## src/hdl/swc_pkg.sv

```systemverilog
package swc_pkg;

  localparam int HourW   = 7;
  localparam int MinSecW = 6;
  localparam int CentiW  = 7;
  localparam int PreW    = 16;
  localparam int ModeW   = 2;
  localparam int CfgIdxW = 2;
  localparam int CfgW    = 16;

  localparam logic [HourW-1:0]   HOUR_MAX   = 7'd99;
  localparam logic [MinSecW-1:0] MINSEC_MAX = 6'd59;
  localparam logic [CentiW-1:0]  CENTI_MAX  = 7'd99;

  localparam logic [ModeW-1:0] MODE_UP   = 2'd0;
  localparam logic [ModeW-1:0] MODE_DOWN = 2'd1;
  localparam logic [ModeW-1:0] MODE_HOLD = 2'd2;

  localparam logic [CfgIdxW-1:0] REG_MODE     = 2'd0;
  localparam logic [CfgIdxW-1:0] REG_UP_LIM   = 2'd1;
  localparam logic [CfgIdxW-1:0] REG_DOWN_LIM = 2'd2;

  localparam logic [PreW-1:0] UP_LIM_RESET   = 16'd10;
  localparam logic [PreW-1:0] DOWN_LIM_RESET = 16'd1000;

  localparam logic FUNC_TICK = 1'b0;
  localparam logic FUNC_LOAD = 1'b1;

  typedef struct packed {
    logic               func;
    logic [HourW-1:0]   load_hours;
    logic [MinSecW-1:0] load_minutes;
    logic [MinSecW-1:0] load_seconds;
    logic [CentiW-1:0]  load_centis;
  } swc_in_t;

  typedef struct packed {
    logic [HourW-1:0]   hours;
    logic [MinSecW-1:0] minutes;
    logic [MinSecW-1:0] seconds;
    logic [CentiW-1:0]  centis;
    logic               time_up;
  } swc_out_t;

  typedef struct packed {
    logic load;
    logic en;
    logic down;
  } swc_ctl_t;

  typedef struct packed {
    logic             load;
    logic             tick;
    logic [ModeW-1:0] mode;
  } swc_pre_ctl_t;

endpackage

```

## src/hdl/swc_prescale.sv

```systemverilog
module swc_prescale (
  input  logic                       clk,
  input  logic                       rst,
  input  swc_pkg::swc_pre_ctl_t      ctl,
  input  logic [swc_pkg::PreW-1:0]   up_limit,
  input  logic [swc_pkg::PreW-1:0]   down_limit,
  output logic                       fire_up,
  output logic                       fire_down
);
  import swc_pkg::*;

  logic [PreW-1:0] count;
  logic [PreW-1:0] count_next;

  always_comb begin
    fire_up    = 1'b0;
    fire_down  = 1'b0;
    count_next = count;
    if (ctl.load) begin
      count_next = '0;
    end else if (ctl.tick && ctl.mode == MODE_UP) begin
      if (count > up_limit) begin
        fire_up    = 1'b1;
        count_next = '0;
      end else begin
        count_next = count + PreW'(1);
      end
    end else if (ctl.tick && ctl.mode == MODE_DOWN) begin
      if (count >= down_limit) begin
        fire_down  = 1'b1;
        count_next = '0;
      end else begin
        count_next = count + PreW'(1);
      end
    end
  end

  always_ff @(posedge clk) begin
    if (rst) begin
      count <= '0;
    end else begin
      count <= count_next;
    end
  end

endmodule

```

## src/hdl/swc_digit.sv

```systemverilog
module swc_digit #(
  parameter int             W           = swc_pkg::CentiW,
  parameter logic [W-1:0]   MAX         = swc_pkg::CENTI_MAX,
  parameter logic [W-1:0]   DOWN_RELOAD = swc_pkg::CENTI_MAX
) (
  input  logic              clk,
  input  logic              rst,
  input  swc_pkg::swc_ctl_t ctl,
  input  logic [W-1:0]      load_value,
  output logic [W-1:0]      value_next,
  output logic              carry
);
  import swc_pkg::*;

  logic [W-1:0] value;

  always_comb begin
    carry      = 1'b0;
    value_next = value;
    if (ctl.load) begin
      value_next = (load_value > MAX) ? MAX : load_value;
    end else if (ctl.en && ctl.down) begin
      if (value != '0) begin
        value_next = value - W'(1);
      end else begin
        value_next = DOWN_RELOAD;
        carry      = 1'b1;
      end
    end else if (ctl.en) begin
      if (value >= MAX) begin
        value_next = '0;
        carry      = 1'b1;
      end else begin
        value_next = value + W'(1);
      end
    end
  end

  always_ff @(posedge clk) begin
    if (rst) begin
      value <= '0;
    end else begin
      value <= value_next;
    end
  end

endmodule

```

## src/hdl/stopwatch_countdown_timer.sv

```systemverilog
// Stopwatch and countdown timer.
// Input channel (in_valid/in_ready/in_data) takes one word per item: a tick,
// or a load of hours, minutes, seconds and hundredths (clamped to range).
// Output channel (out_valid/out_ready/out_data) returns one word per item
// with the time and the sticky time-up flag as they stand after that item.
// Configuration channel (cfg_valid/cfg_ready/cfg_index/cfg_data) writes mode,
// the stopwatch prescale limit and the countdown prescale limit; it is always
// ready and should be used only while no item is in flight.
// A word's result is registered and shown in the cycle after it is accepted.
// Throughput is one word per cycle while out_ready is high, set by the carry
// chain of the prescaler and the digit cells that all update together.
// The output register frees the input as soon as it is taken or empty, so a
// new word is accepted in the same cycle that the previous result leaves.
// While the receiver stalls, in_ready is low and the result is held.
// Synchronous reset clears the time, the prescaler and the flag, and sets
// stopwatch mode with limits 10 and 1000.
module stopwatch_countdown_timer (
  input  logic                         clk,
  input  logic                         rst,
  input  logic                         in_valid,
  output logic                         in_ready,
  input  swc_pkg::swc_in_t             in_data,
  output logic                         out_valid,
  input  logic                         out_ready,
  output swc_pkg::swc_out_t            out_data,
  input  logic                         cfg_valid,
  output logic                         cfg_ready,
  input  logic [swc_pkg::CfgIdxW-1:0]  cfg_index,
  input  logic [swc_pkg::CfgW-1:0]     cfg_data
);
  import swc_pkg::*;

  logic [ModeW-1:0] mode;
  logic [PreW-1:0]  up_limit;
  logic [PreW-1:0]  down_limit;
  logic             done;
  logic             done_next;

  logic accept;
  logic load;
  logic fire_up;
  logic fire_down;

  swc_pre_ctl_t pre_ctl;
  swc_ctl_t     centi_ctl;
  swc_ctl_t     sec_ctl;
  swc_ctl_t     min_ctl;
  swc_ctl_t     hour_ctl;

  logic [CentiW-1:0]  centi_next;
  logic [MinSecW-1:0] sec_next;
  logic [MinSecW-1:0] min_next;
  logic [HourW-1:0]   hour_next;
  logic centi_carry;
  logic sec_carry;
  logic min_carry;
  logic hour_carry;

  assign in_ready  = !out_valid || out_ready;
  assign cfg_ready = 1'b1;
  assign accept    = in_valid && in_ready;
  assign load      = accept && in_data.func == FUNC_LOAD;

  assign pre_ctl.load = load;
  assign pre_ctl.tick = accept && in_data.func == FUNC_TICK;
  assign pre_ctl.mode = mode;

  swc_prescale u_pre (
    .clk        (clk),
    .rst        (rst),
    .ctl        (pre_ctl),
    .up_limit   (up_limit),
    .down_limit (down_limit),
    .fire_up    (fire_up),
    .fire_down  (fire_down)
  );

  assign centi_ctl = '{load: load, en: fire_up, down: 1'b0};
  assign sec_ctl   = '{load: load, en: centi_carry || fire_down, down: fire_down};
  assign min_ctl   = '{load: load, en: sec_carry, down: fire_down};
  assign hour_ctl  = '{load: load, en: min_carry, down: fire_down};

  swc_digit #(.W(CentiW), .MAX(CENTI_MAX), .DOWN_RELOAD(CENTI_MAX)) u_centi (
    .clk        (clk),
    .rst        (rst),
    .ctl        (centi_ctl),
    .load_value (in_data.load_centis),
    .value_next (centi_next),
    .carry      (centi_carry)
  );

  swc_digit #(.W(MinSecW), .MAX(MINSEC_MAX), .DOWN_RELOAD(MINSEC_MAX)) u_sec (
    .clk        (clk),
    .rst        (rst),
    .ctl        (sec_ctl),
    .load_value (in_data.load_seconds),
    .value_next (sec_next),
    .carry      (sec_carry)
  );

  swc_digit #(.W(MinSecW), .MAX(MINSEC_MAX), .DOWN_RELOAD(MINSEC_MAX)) u_min (
    .clk        (clk),
    .rst        (rst),
    .ctl        (min_ctl),
    .load_value (in_data.load_minutes),
    .value_next (min_next),
    .carry      (min_carry)
  );

  // At zero hours a countdown borrow leaves hours at zero and raises the flag.
  swc_digit #(.W(HourW), .MAX(HOUR_MAX), .DOWN_RELOAD('0)) u_hour (
    .clk        (clk),
    .rst        (rst),
    .ctl        (hour_ctl),
    .load_value (in_data.load_hours),
    .value_next (hour_next),
    .carry      (hour_carry)
  );

  always_comb begin
    done_next = done;
    if (load) begin
      done_next = 1'b0;
    end else if (hour_carry && fire_down) begin
      done_next = 1'b1;
    end
  end

  always_ff @(posedge clk) begin
    if (rst) begin
      mode       <= MODE_UP;
      up_limit   <= UP_LIM_RESET;
      down_limit <= DOWN_LIM_RESET;
    end else if (cfg_valid && cfg_ready) begin
      unique case (cfg_index)
        REG_MODE:     mode       <= cfg_data[ModeW-1:0];
        REG_UP_LIM:   up_limit   <= cfg_data[PreW-1:0];
        REG_DOWN_LIM: down_limit <= cfg_data[PreW-1:0];
        default: begin
        end
      endcase
    end
  end

  always_ff @(posedge clk) begin
    if (rst) begin
      done      <= 1'b0;
      out_valid <= 1'b0;
    end else begin
      done <= done_next;
      if (accept) begin
        out_valid <= 1'b1;
      end else if (out_ready) begin
        out_valid <= 1'b0;
      end
    end
  end

  always_ff @(posedge clk) begin
    if (accept) begin
      out_data.hours   <= hour_next;
      out_data.minutes <= min_next;
      out_data.seconds <= sec_next;
      out_data.centis  <= centi_next;
      out_data.time_up <= done_next;
    end
  end

endmodule

```

## config.mk

```make
export PLATFORM = sky130hd
export DESIGN_NAME = stopwatch_countdown_timer
export DESIGN_NICKNAME = d
export VERILOG_FILES = /design/src/hdl/swc_pkg.sv /design/src/hdl/swc_prescale.sv /design/src/hdl/swc_digit.sv /design/src/hdl/stopwatch_countdown_timer.sv
export SDC_FILE = /design/constraint.sdc
export NUM_CORES = 1
export LEC_CHECK = 0
export BUFFER_PORTS_ARGS = -buffer_cell sky130_fd_sc_hd__clkbuf_2
export CAP_MARGIN = 10
export CORE_ASPECT_RATIO = 0.7
export CORE_MARGIN = 2
export CORE_UTILIZATION = 53
export CTS_CLUSTER_SIZE = 16
export DETAILED_ROUTE_END_ITERATION = 12
export PLACE_DENSITY = 0.77
export REMOVE_ABC_BUFFERS = 1
export SYNTH_ARGS = -nofsm -noshare
export SYNTH_HDL_FRONTEND = slang
export SYNTH_SLANG_ARGS = --single-unit
```

## constraint.sdc

```tcl
create_clock -name clk -period 2.5 [get_ports clk]
set_clock_uncertainty 0.15 [all_clocks]
set_input_delay 0.375 -clock clk [delete_from_list [all_inputs] [get_ports clk]]
set_output_delay 0.375 -clock clk [all_outputs]
set_load 0.01 [all_outputs]
```

After elaboration in Yosys (flattened, before gate mapping):

Cells that the tools add are included.

* reduce and logical (&&, ||, !) cells: 23
* order comparisons: 10
* muxes and demuxes: 55
* bitwise gates (word level): 1
* add/subtract/negate cells: 8
* equal/unequal tests: 3

Operator list (count)
* $mux W6: 12
* $mux W7: 10
* $mux W16: 4
* $mux W1: 29
* $add A16 B1 Y16 const B: 1
* $ge A16 B16 Y1: 1
* $gt A16 B16 Y1: 1
* $add A7 B1 Y7 const B: 2
* $ge A7 B7 Y1 const B: 2
* $gt A7 B7 Y1 const B: 2
* $add A6 B1 Y6 const B: 2
* $ge A6 B6 Y1 const B: 2
* $gt A6 B6 Y1 const B: 2
* $reduce_bool A6 Y1: 2
* $sub A6 B1 Y6 const B: 2
* $logic_and A1 B1 Y1: 9
* $reduce_bool A7 Y1: 1
* $sub A7 B1 Y7 const B: 1
* $reduce_and A2 Y1: 3
* $eq A2 B1 Y1 const B: 2
* $logic_not A2 Y1: 2
* $reduce_bool A2 Y1: 2
* $eq A2 B2 Y1 const B: 1
* $logic_or A1 B1 Y1: 2
* other kinds (3): 3

* logic and storage cells: 115
* input port bits: 50
* output and inout port bits: 30
* register bits after elaboration: 105

Depth between registers and ports, before layout:

Gate-level depths: netlist of the first run.

* depth after elaboration: 22
* gate-level depth with buffers: 11
* depth with buffers taken out: 10

Hierarchy:

Synthesis of the first run repeated with hierarchy kept, for this count alone.

* cell total of the unflattened synthesis: 755
* area total of the unflattened synthesis: 6759.0 µm²

Modules (own cells, without submodules)
* stopwatch_countdown_timer: instances 1, area an instance 2369.8 µm², sequential area each 1531.5 µm², cells each 181
* swc_prescale: instances 1, area an instance 1592.8 µm², sequential area each 320.3 µm², cells each 204
* swc_digit at u_min ...: instances 2, area an instance 648.1 µm², sequential area each 120.1 µm², cells each 89
* swc_digit at u_hour: instances 1, area an instance 750.7 µm², sequential area each 140.1 µm², cells each 99
* swc_digit at u_centi: instances 1, area an instance 749.5 µm², sequential area each 140.1 µm², cells each 93

Least setup slack after synthesis of the first run:

Ideal clock, no wire load.

* path kind: input port to flip-flop
* from: input out_ready
* to: register out_data[14] in the netlist's numbering, data pin
* buffers on the path: 2
* data required time: 2084 ps
* setup time: 266 ps
* stages: 7
* path slack: -200 ps
* arrival time: 2284 ps
* cells stage by stage: nand2b_4 > and2_1 > nand2_1 > clkbuf_1 > clkbuf_1 > a211oi_1 > nor2_1

* cells in the longest elaborated chain, start to end: 15
* elaborated cells on any way between the ends: 22
* classes of those cells: mux (13); reduce/logical (9)

Ends and longest elaborated chain
* from (decl): RTL line stopwatch_countdown_timer.sv:24 `input logic out_ready,`
* $logic_or A1 B1 Y1 (*): RTL line stopwatch_countdown_timer.sv:59 `assign in_ready = !out_valid || out_ready;`
* $logic_and A1 B1 Y1 (*): RTL line stopwatch_countdown_timer.sv:61 `assign accept = in_valid && in_ready;`
* net accept: RTL line stopwatch_countdown_timer.sv:39 `logic accept;`
* $logic_and A1 B1 Y1: RTL line stopwatch_countdown_timer.sv:65 `assign pre_ctl.tick = accept && in_data.func == FUNC_TICK;`
* $logic_and A1 B1 Y1: RTL line swc_prescale.sv:21 `end else if (ctl.tick && ctl.mode == MODE_UP) begin`
* $mux W1: RTL line swc_prescale.sv:21
* $mux W1: RTL line swc_prescale.sv:19 `if (ctl.load) begin`
* $mux W1: RTL line swc_digit.sv:29 `end else if (ctl.en) begin`
* $mux W1: RTL line swc_digit.sv:20 `if (ctl.load) begin`
* $logic_or A1 B1 Y1: RTL line stopwatch_countdown_timer.sv:79 `assign sec_ctl = '{load: load, en: centi_carry || fire_down, down: fire_down};`
* $mux W1 / $logic_and A1 B1 Y1 (equally long branches): RTL line swc_digit.sv:29, swc_digit.sv:22
* $mux W1: RTL line swc_digit.sv:22 `end else if (ctl.en && ctl.down) begin`
* $mux W1: RTL line swc_digit.sv:20
* $mux W6 / $logic_and A1 B1 Y1 (equally long branches): RTL line swc_digit.sv:29, swc_digit.sv:22
* $mux W6: RTL line swc_digit.sv:22
* $mux W6 (*): RTL line swc_digit.sv:20
* net min_next[0]: RTL line stopwatch_countdown_timer.sv:52 `logic [MinSecW-1:0] min_next;`
* to (decl): RTL line stopwatch_countdown_timer.sv:25 `output swc_pkg::swc_out_t out_data,`

The timed path passes the listed nets; every way through them passes the cells marked *.
A chain may end at the register's enable or synchronous reset.

Final worst setup path of the first run:

* from: register u_pre.count[9]
* to: register out_data[17] in the netlist's numbering, data pin

* cells in the longest elaborated chain, start to end: 13
* elaborated cells on any way between the ends: 20
* classes of those cells: order compare (2); mux (15); reduce/logical (3)

Ends and longest elaborated chain
* from (decl): RTL line swc_prescale.sv:12 `logic [PreW-1:0] count;`
* from (signal assigned): RTL line swc_prescale.sv:42 `count <= count_next;`
* $gt A16 B16 Y1: RTL line swc_prescale.sv:22 `if (count > up_limit) begin`
* $mux W1: RTL line swc_prescale.sv:22
* $mux W1: RTL line swc_prescale.sv:21
* $mux W1: RTL line swc_prescale.sv:19
* $mux W1: RTL line swc_digit.sv:29
* $mux W1: RTL line swc_digit.sv:20
* $logic_or A1 B1 Y1: RTL line stopwatch_countdown_timer.sv:79
* $mux W1 / $logic_and A1 B1 Y1 (equally long branches): RTL line swc_digit.sv:29, swc_digit.sv:22
* $mux W1: RTL line swc_digit.sv:22
* $mux W1: RTL line swc_digit.sv:20
* $mux W6 / $logic_and A1 B1 Y1 (equally long branches): RTL line swc_digit.sv:29, swc_digit.sv:22
* $mux W6 (*): RTL line swc_digit.sv:22
* $mux W6 (*): RTL line swc_digit.sv:20
* net min_next[3]: RTL line stopwatch_countdown_timer.sv:52

Marked as above.

==> impl_metrics.ini, run 1 <==
[worst_setup_path]
path_cells = ha_4, nand4_1, nor4_4, a22oi_2, a21o_4, buf_6, o41ai_4, o31ai_2, a22oi_1, nand2_1
path_buf_inv = 1
critical_path_class = flop to flop
reg2reg_depth = 10
path_max_fanout = 6
worst_path_max_delay_cell = dfxtp_4
crit_path_start = u_pre.count[9]
end_kind = flop
crit_family = compound AO/OA/AOI/OAI gates
r2r-start = u_pre.count[9]
r2r_end = out_data[17]
arrival_ns = 2.84
cp.required_ns = 2.45
ff2ff_setup_slack_ns = -0.39
endpoint = out_data[17]
cp.depth = 10
crit_path_max_incr_delay_ns = 0.39
cp-start-kind = flop

[cts]
cts-root-buf = clkbuf_16
cts_made_buffers = 9
clk_pin_slew_worst_paths_ns = 0.07
clock_latency_ns = 0.36
cts.path.max_buffers = 2
htreeDepth = 3
clock_sinks = 105
tritoncts = done

[route]
drt-total-wl_um = 21410
routedLengthMet1_um = 8614
drtIter0Drc = 757
vias = 6513
top_layer = met4
met3_length_um = 2288
antenna_left = 0
routedWlPerCell_um = 20.47
wl_met2_um = 9950
dr.pass1.iters = 8
via_per_inst = 6.227
drc = 0

[place]
dpl_cell_area_um2 = 7138
io_buffers = 78
place_congestion = 1.034
dp.cells = 998
place.detailed.hpwl_um = 13040

[floorplanning]
die_w_um = 132.3
num_rows = 32
core_um2 = 11130
dieArea_um2 = 12420
die_h_um = 93.84
ioPinCount = 80
start_util = 0.5490

[grt]
antenna_found_initial = 0
grt_pass1_wl_um = 31100
grt_remaining_overflow = 0
grt_max_degree = 41
grt_pass1_vias = 6248
grt_usage = 0.3189

[sta]
rsz0062_at_grt = yes
hold_viol = 0
slew_headroom = 0.4943
drv_slew = 0
worstMarginPinSlew_ns = 0.7562
finalCritPeriodShare = 1.156
layout_setup_ws_ns = -0.3889
period_needed_ns = 2.889
fmaxAchievable_mhz = 346.2
finalSetupViolCount = 69

[hold_path]
holdCritStartpoint = cfg_data[13]
min_path_type = primary input to flop

[final_layout]
multi_input_area_um2 = 4363
layout-drive-gt1-share = 0.4546
layout-area-overhead-vs-synth_pct = 44.25
instances_no_fill = 1046
regArea_um2 = 2430
n_fill_cell = 714
final_cell_area_um2 = 8815
diodes = 0
final_nets = 978

[synth]
ys_types = 79
synth.avg_cell_area_um2 = 8.523
synthArstFlopShare = 0
synth-edff-count = 27
synth_area_um2 = 6111
ys_ff_latch = 105
yosysWarnings = 0
yosysSeqAreaShare = 0.3882
synth_flop_cell = dfxtp_1
synth_top_cell_by_area = dfxtp_1
synth_area_leaders = dfxtp_1 26%, edfxtp_1 13%, ha_1 8.2%, nand2_1 5.8%, a21oi_1 4.9%
syn_inst = 717
yosys.area.top_type_share = 0.2555

[power]
irDropWorstVdd_mv = 0.3443
p_leak_nw = 3.507
powerDensity_nw_per_um2 = 470.9

[outcome]
violations = setup timing
outcome = finished, violations left

[job]
drv_cap = 0
[flip-flops by register name, summed over array words and instances (netlist names)]
name           flops
done               1
down_limit        16
mode               2
out_data          27
out_valid          1
u_centi.value      7
u_hour.value       7
u_min.value        6
u_pre.count       16
u_sec.value        6
up_limit          16
[layout make-up]
class	instances	share of cell area
Sequential cell	105	0.2757
Tap cell	153	0.02172
Timing Repair Buffer	192	0.1549
Clock inverter	4	0.005678
Multi-Input combinational cell	535	0.4950
Clock buffer	12	0.02796
Inverter	45	0.01916
[timing repair]
action | 4_1_cts | 5_1_grt
gates cloned | 1 | 0
gates resized for setup | 147 | 103
setup endpoints to repair | 70 | 70
hold buffers | 0 | 0
setup buffers | 17 | 20
pin swaps | 90 | 53
[where the power goes]
| group | leakage (nW) | switching (W) | total (W) | internal [W] |
|---|---|---|---|---|
| Combinational | 2.44 | 0.000459 | 0.000778 | 0.000318 |
| Sequential | 0.920 | 0.0000553 | 0.00189 | 0.00183 |
| Clock | 0.147 | 0.000676 | 0.00149 | 0.000809 |
[worst register-to-register path: cells and delay by family (launching register included)]
| family | cells | cell delay (ns) |
|---|---|---|
| adder cells (fa/ha/maj) | 1 | 0.29 |
| flip-flops | 1 | 0.39 |
| buffers and inverters | 1 | 0.13 |
| AO/OA/AOI/OAI | 5 | 1.11 |
| AND/OR/NAND/NOR | 3 | 0.56 |
[metal layers]
metal / global-route usage / up-vias
met4: 0.1147 / 0
met3: 0.06796 / 71
met5: 0 / -
li1: - / 2892
met1: 0.4210 / 3093
met2: 0.5199 / 457
[stage by stage]
step	TNS [ns]	hold WS (ns)	utilization	worst slack [ns]	total power (W)
2_1_floorplan	-15.58	0.2803	-	-0.4129	0.002250
3_3_place_gp	-19.20	0.2936	0.6413	-0.4993	0.002509
3_5_place_dp	-22.40	0.2985	0.6413	-0.5440	0.002529
4_1_cts	-8.901	0.08692	0.7442	-0.2817	0.004049
5_1_grt	-22.13	0.09133	0.7919	-0.4511	0.004258
6_report	-16.89	0.08740	0.7919	-0.3889	0.004151
[logic make-up (layout without fill, tap and decap cells)]
group	after synthesis	count (layout)	synth area share
xor+xnor	25	25	0.03583
flops	105	105	0.3882
buf+inv	77	253	0.05753
simple gates	298	298	0.2396
compound gates	168	168	0.1912
mux	3	3	0.005119
other cells	1	1	0.0006137
fa+ha+maj	40	40	0.08190
[cell usage in the layout (no fill, tap or decap), types with 6 or more instances in the layout]
cell / n
a21oi_4: 8
a211oi_2: 8
nand2_1: 88
clkbuf_2: 78
nand4_1: 10
xnor2_1: 10
nand3b_1: 6
nor2_2: 11
ha_4: 19
inv_2: 13
and2_1: 14
edfxtp_1: 27
nand2_2: 7
dfxtp_2: 31
ha_1: 20
inv_1: 32
dfxtp_1: 42
buf_6: 25
nand3_1: 23
nor2_1: 59
buf_4: 87
xor2_1: 15
a21oi_1: 43
clkbuf_16: 9
nor3_1: 18
nor2_4: 9
and3_1: 7
o21ai_0: 14
o21ai_2: 7
a31oi_4: 6
a21oi_2: 10
[worst min-delay path by stage]
stage / end / slack (ns) / depth (start not counted)
floorplan: down_limit[10] / 0.28 / 2
global placement: up_limit[12] / 0.29 / 2
detailed placement: up_limit[4] / 0.30 / 2
CTS: down_limit[13] / 0.09 / 3
global route: up_limit[11] / 0.09 / 3
finish: down_limit[13] / 0.09 / 3
[Yosys cell counts, types with 5 or more instances]
| master | instances |
|---|---|
| a21oi_1 | 60 |
| xor2_1 | 15 |
| nand2_1 | 95 |
| buf_6 | 5 |
| buf_2 | 6 |
| a311oi_1 | 5 |
| a211oi_1 | 9 |
| ha_1 | 40 |
| o21ai_0 | 24 |
| a31oi_1 | 11 |
| o211ai_1 | 5 |
| clkbuf_1 | 18 |
| nand3b_1 | 6 |
| dfxtp_1 | 78 |
| nand3_1 | 26 |
| and2_1 | 14 |
| nand4_1 | 10 |
| inv_1 | 45 |
| nor2_1 | 77 |
| xnor2_1 | 10 |
| and3_1 | 8 |
| nor3_1 | 24 |
| o31ai_1 | 5 |
| edfxtp_1 | 27 |
(Power assumes the default switching activity.)
==> run 2: changes to the inputs <==
ABC_AREA = 1   (was unset)
==> run 2 against run 1 <==
The run still ends with setup timing left. Setup slack better by 0.36 ns. Sequential power about the same. Register-to-register slack better by 0.36 ns. Die area down 1.7%. Critical path type unchanged.
==> impl_metrics.ini, run 2 <==
[route]
drc = 0
via_per_inst = 5.195
dr.pass1.iters = 5
antenna_left = 0
drtIter0Drc = 406
routedWlPerCell_um = 14.18
drt-total-wl_um = 15810
vias = 5792

[synth]
synth-edff-count = 27
syn_inst = 813
ys_types = 46
synth_area_um2 = 6003
yosys.area.top_type_share = 0.2601
synth.avg_cell_area_um2 = 7.384
yosysWarnings = 0
synth_area_leaders = dfxtp_1 26%, edfxtp_1 14%, nand2_1 11%, ha_1 8.3%, inv_1 7.4%
synthMostInstantiatedCell = nand2_1
ys_ff_latch = 105
synthArstFlopShare = 0
synth_top_cell_by_area = dfxtp_1
synth_flop_cell = dfxtp_1
netlist_top_cells_count = 170 x nand2_1, 119 x inv_1, 85 x nor2_1, 78 x dfxtp_1, 67 x a21oi_1
yosysSeqAreaShare = 0.3952

[sta]
slew_headroom = 0.4581
finalSetupViolCount = 2
fmaxAchievable_mhz = 395.1
layout_setup_ws_ns = -0.03072
worstMarginPinSlew_ns = 0.8119
hold_viol = 0
rsz0062_at_grt = yes
period_needed_ns = 2.531
drv_slew = 0
finalCritPeriodShare = 1.012

[floorplanning]
start_util = 0.5452
ioPinCount = 80
die_h_um = 93.05
core_um2 = 11010
num_rows = 32
dieArea_um2 = 12210
die_w_um = 131.2

[worst_setup_path]
end_kind = flop
crit_family = simple AND/OR/NAND/NOR gates
path_max_fanout = 5
path_buf_inv = 4
worst_path_max_delay_cell = dfxtp_2
cp_common_cell = nand3_4
cp.required_ns = 2.46
cp-start-kind = flop
crit_path_max_incr_delay_ns = 0.32
crit_path_start = down_limit[10]
path_cells = inv_1, ha_4, nand4_1, nor3_2, buf_4, nand3_4, nand3_4, nand3_4, buf_6, nand3_4, nand2_4, nand2_1, nand2_1, nand2_1, nand3_2, nand2_2, inv_1
arrival_ns = 2.49
critical_path_class = flop to flop
ff2ff_setup_slack_ns = -0.03
r2r-start = down_limit[10]

[grt]
met2_usage = 0.3548
grt_remaining_overflow = 0
grtUsageMet1 = 0.3825
grt_pass1_vias = 5091
grt_pass1_wl_um = 24570
busiest_layer = met1
use_met3 = 0.05474
grt_usage = 0.2487
antenna_found_initial = 0
grt_max_degree = 29

[cts]
cts.path.max_buffers = 2
cts_hold_buf = 0
clock_latency_ns = 0.35
tritoncts = done
cts-root-buf = clkbuf_16
clock_sinks = 105
htreeDepth = 3
cts_made_buffers = 9
clk_pin_slew_worst_paths_ns = 0.08

[place]
place_congestion = 0.8924
place.detailed.hpwl_um = 10760
dpl_worst_slack_ns = -0.1731
dp.cells = 1086
io_buffers = 78

[final_layout]
layout-drive-gt1-share = 0.2994
final_common_cell = nand2_1
layout-area-overhead-vs-synth_pct = 32.49
instances_no_fill = 1115
diodes = 0
regMostFlops = out_data
final_nets = 1047
final_cell_mix = 150 x nand2_1, 108 x inv_1, 78 x clkbuf_2, 76 x nor2_1, 66 x buf_4
largest_register_ffs = 27

[hold_path]
min_path_type = primary input to flop
holdCritStartpoint = cfg_data[7]

[outcome]
outcome = finished, violations left
violations = setup timing

[job]
drv_cap = 0

[power]
powerDensity_nw_per_um2 = 525.5
p_total_w = 0.004180
p_leak_nw = 3.703
irDropWorstVdd_mv = 0.3517
==> run 2: cell types whose count changed after synthesis, moves of 7 or more <==
cell / change
o211ai_1: +9
a21oi_1: +7
a211oi_1: -8
nand3_1: +14
a31oi_1: -9
and2_1: -13
nand2_1: +75
nor2_1: +8
inv_1: +74
o21ai_0: +27
==> run 2: logic make-up after synthesis <==
family | synth area share
buffers and inverters | 0.09108
AO/OA/AOI/OAI | 0.1369
adder cells (fa/ha/maj) | 0.08337
flip-flops | 0.3952
AND/OR/NAND/NOR | 0.2607
other | 0.0006247
XOR/XNOR | 0.03210
==> run 2: metrics by stage <==
| step | hold slack [ns] | utilization | area [um^2] | setup TNS, ns |
|---|---|---|---|---|
| after detailed placement | 0.3021 | 0.6323 | 6962 | -1.570 |
| after floorplan | 0.2740 | - | 5922 | -2.804 |
| after global placement | 0.2972 | 0.6323 | 6962 | -0.8590 |
| after CTS | 0.09775 | 0.6784 | 7470 | -0.004440 |
| final | 0.09980 | 0.7224 | 7954 | -0.03160 |
| after global routing | 0.1168 | 0.7224 | 7954 | -1.872 |
==> run 2: final cells by class <==
type / instances / area [um^2]
multi-input combinational: 568 / 3606
timing repair buffer: 149 / 942.2
sequential: 105 / 2401
clock inverter: 6 / 113.9
fill: 824 / 3057
tap: 153 / 191.4
inverter: 124 / 470.5
clock buffer: 10 / 229.0
==> run 2: where the power goes <==
group | total [W] | switching [W] | leakage, nW | internal [W]
Sequential | 0.00190 | 0.0000553 | 0.917 | 0.00184
Combinational | 0.000654 | 0.000399 | 2.63 | 0.000254
Clock | 0.00163 | 0.000645 | 0.159 | 0.000983
Total | 0.00418 | 0.00110 | 3.70 | 0.00308
==> run 2: path summary, 6_finish.rpt <==
check                       end  depth (start not counted)
hold reg to reg   down_limit[4]                          2
setup / recovery   out_data[20]                         17
setup reg to reg   out_data[20]                         17
hold / removal    down_limit[7]                          3
==> run 2: routing by layer <==
layer  wire, um  up-vias
li1           -     2955
met1       8013     2628
met2       6520      193
met3       1095       16
met4        184        0
met5          0        -
==> run 2: what timing repair did <==
item                                    4_1_cts  5_1_grt
resized for setup                            32      113
buffers inserted                              3        7
pin swaps                                    13       43
cloned                                        2        1
endpoints found under the setup margin       26       47
==> run 2: worst register-to-register path, delay by kind of cell (launching register included) <==
| kind | cells | cell delay [ns] |
|---|---|---|
| fa+ha+maj | 1 | 0.28 |
| buf+inv | 4 | 0.43 |
| flops | 1 | 0.32 |
| simple gates | 12 | 1.09 |
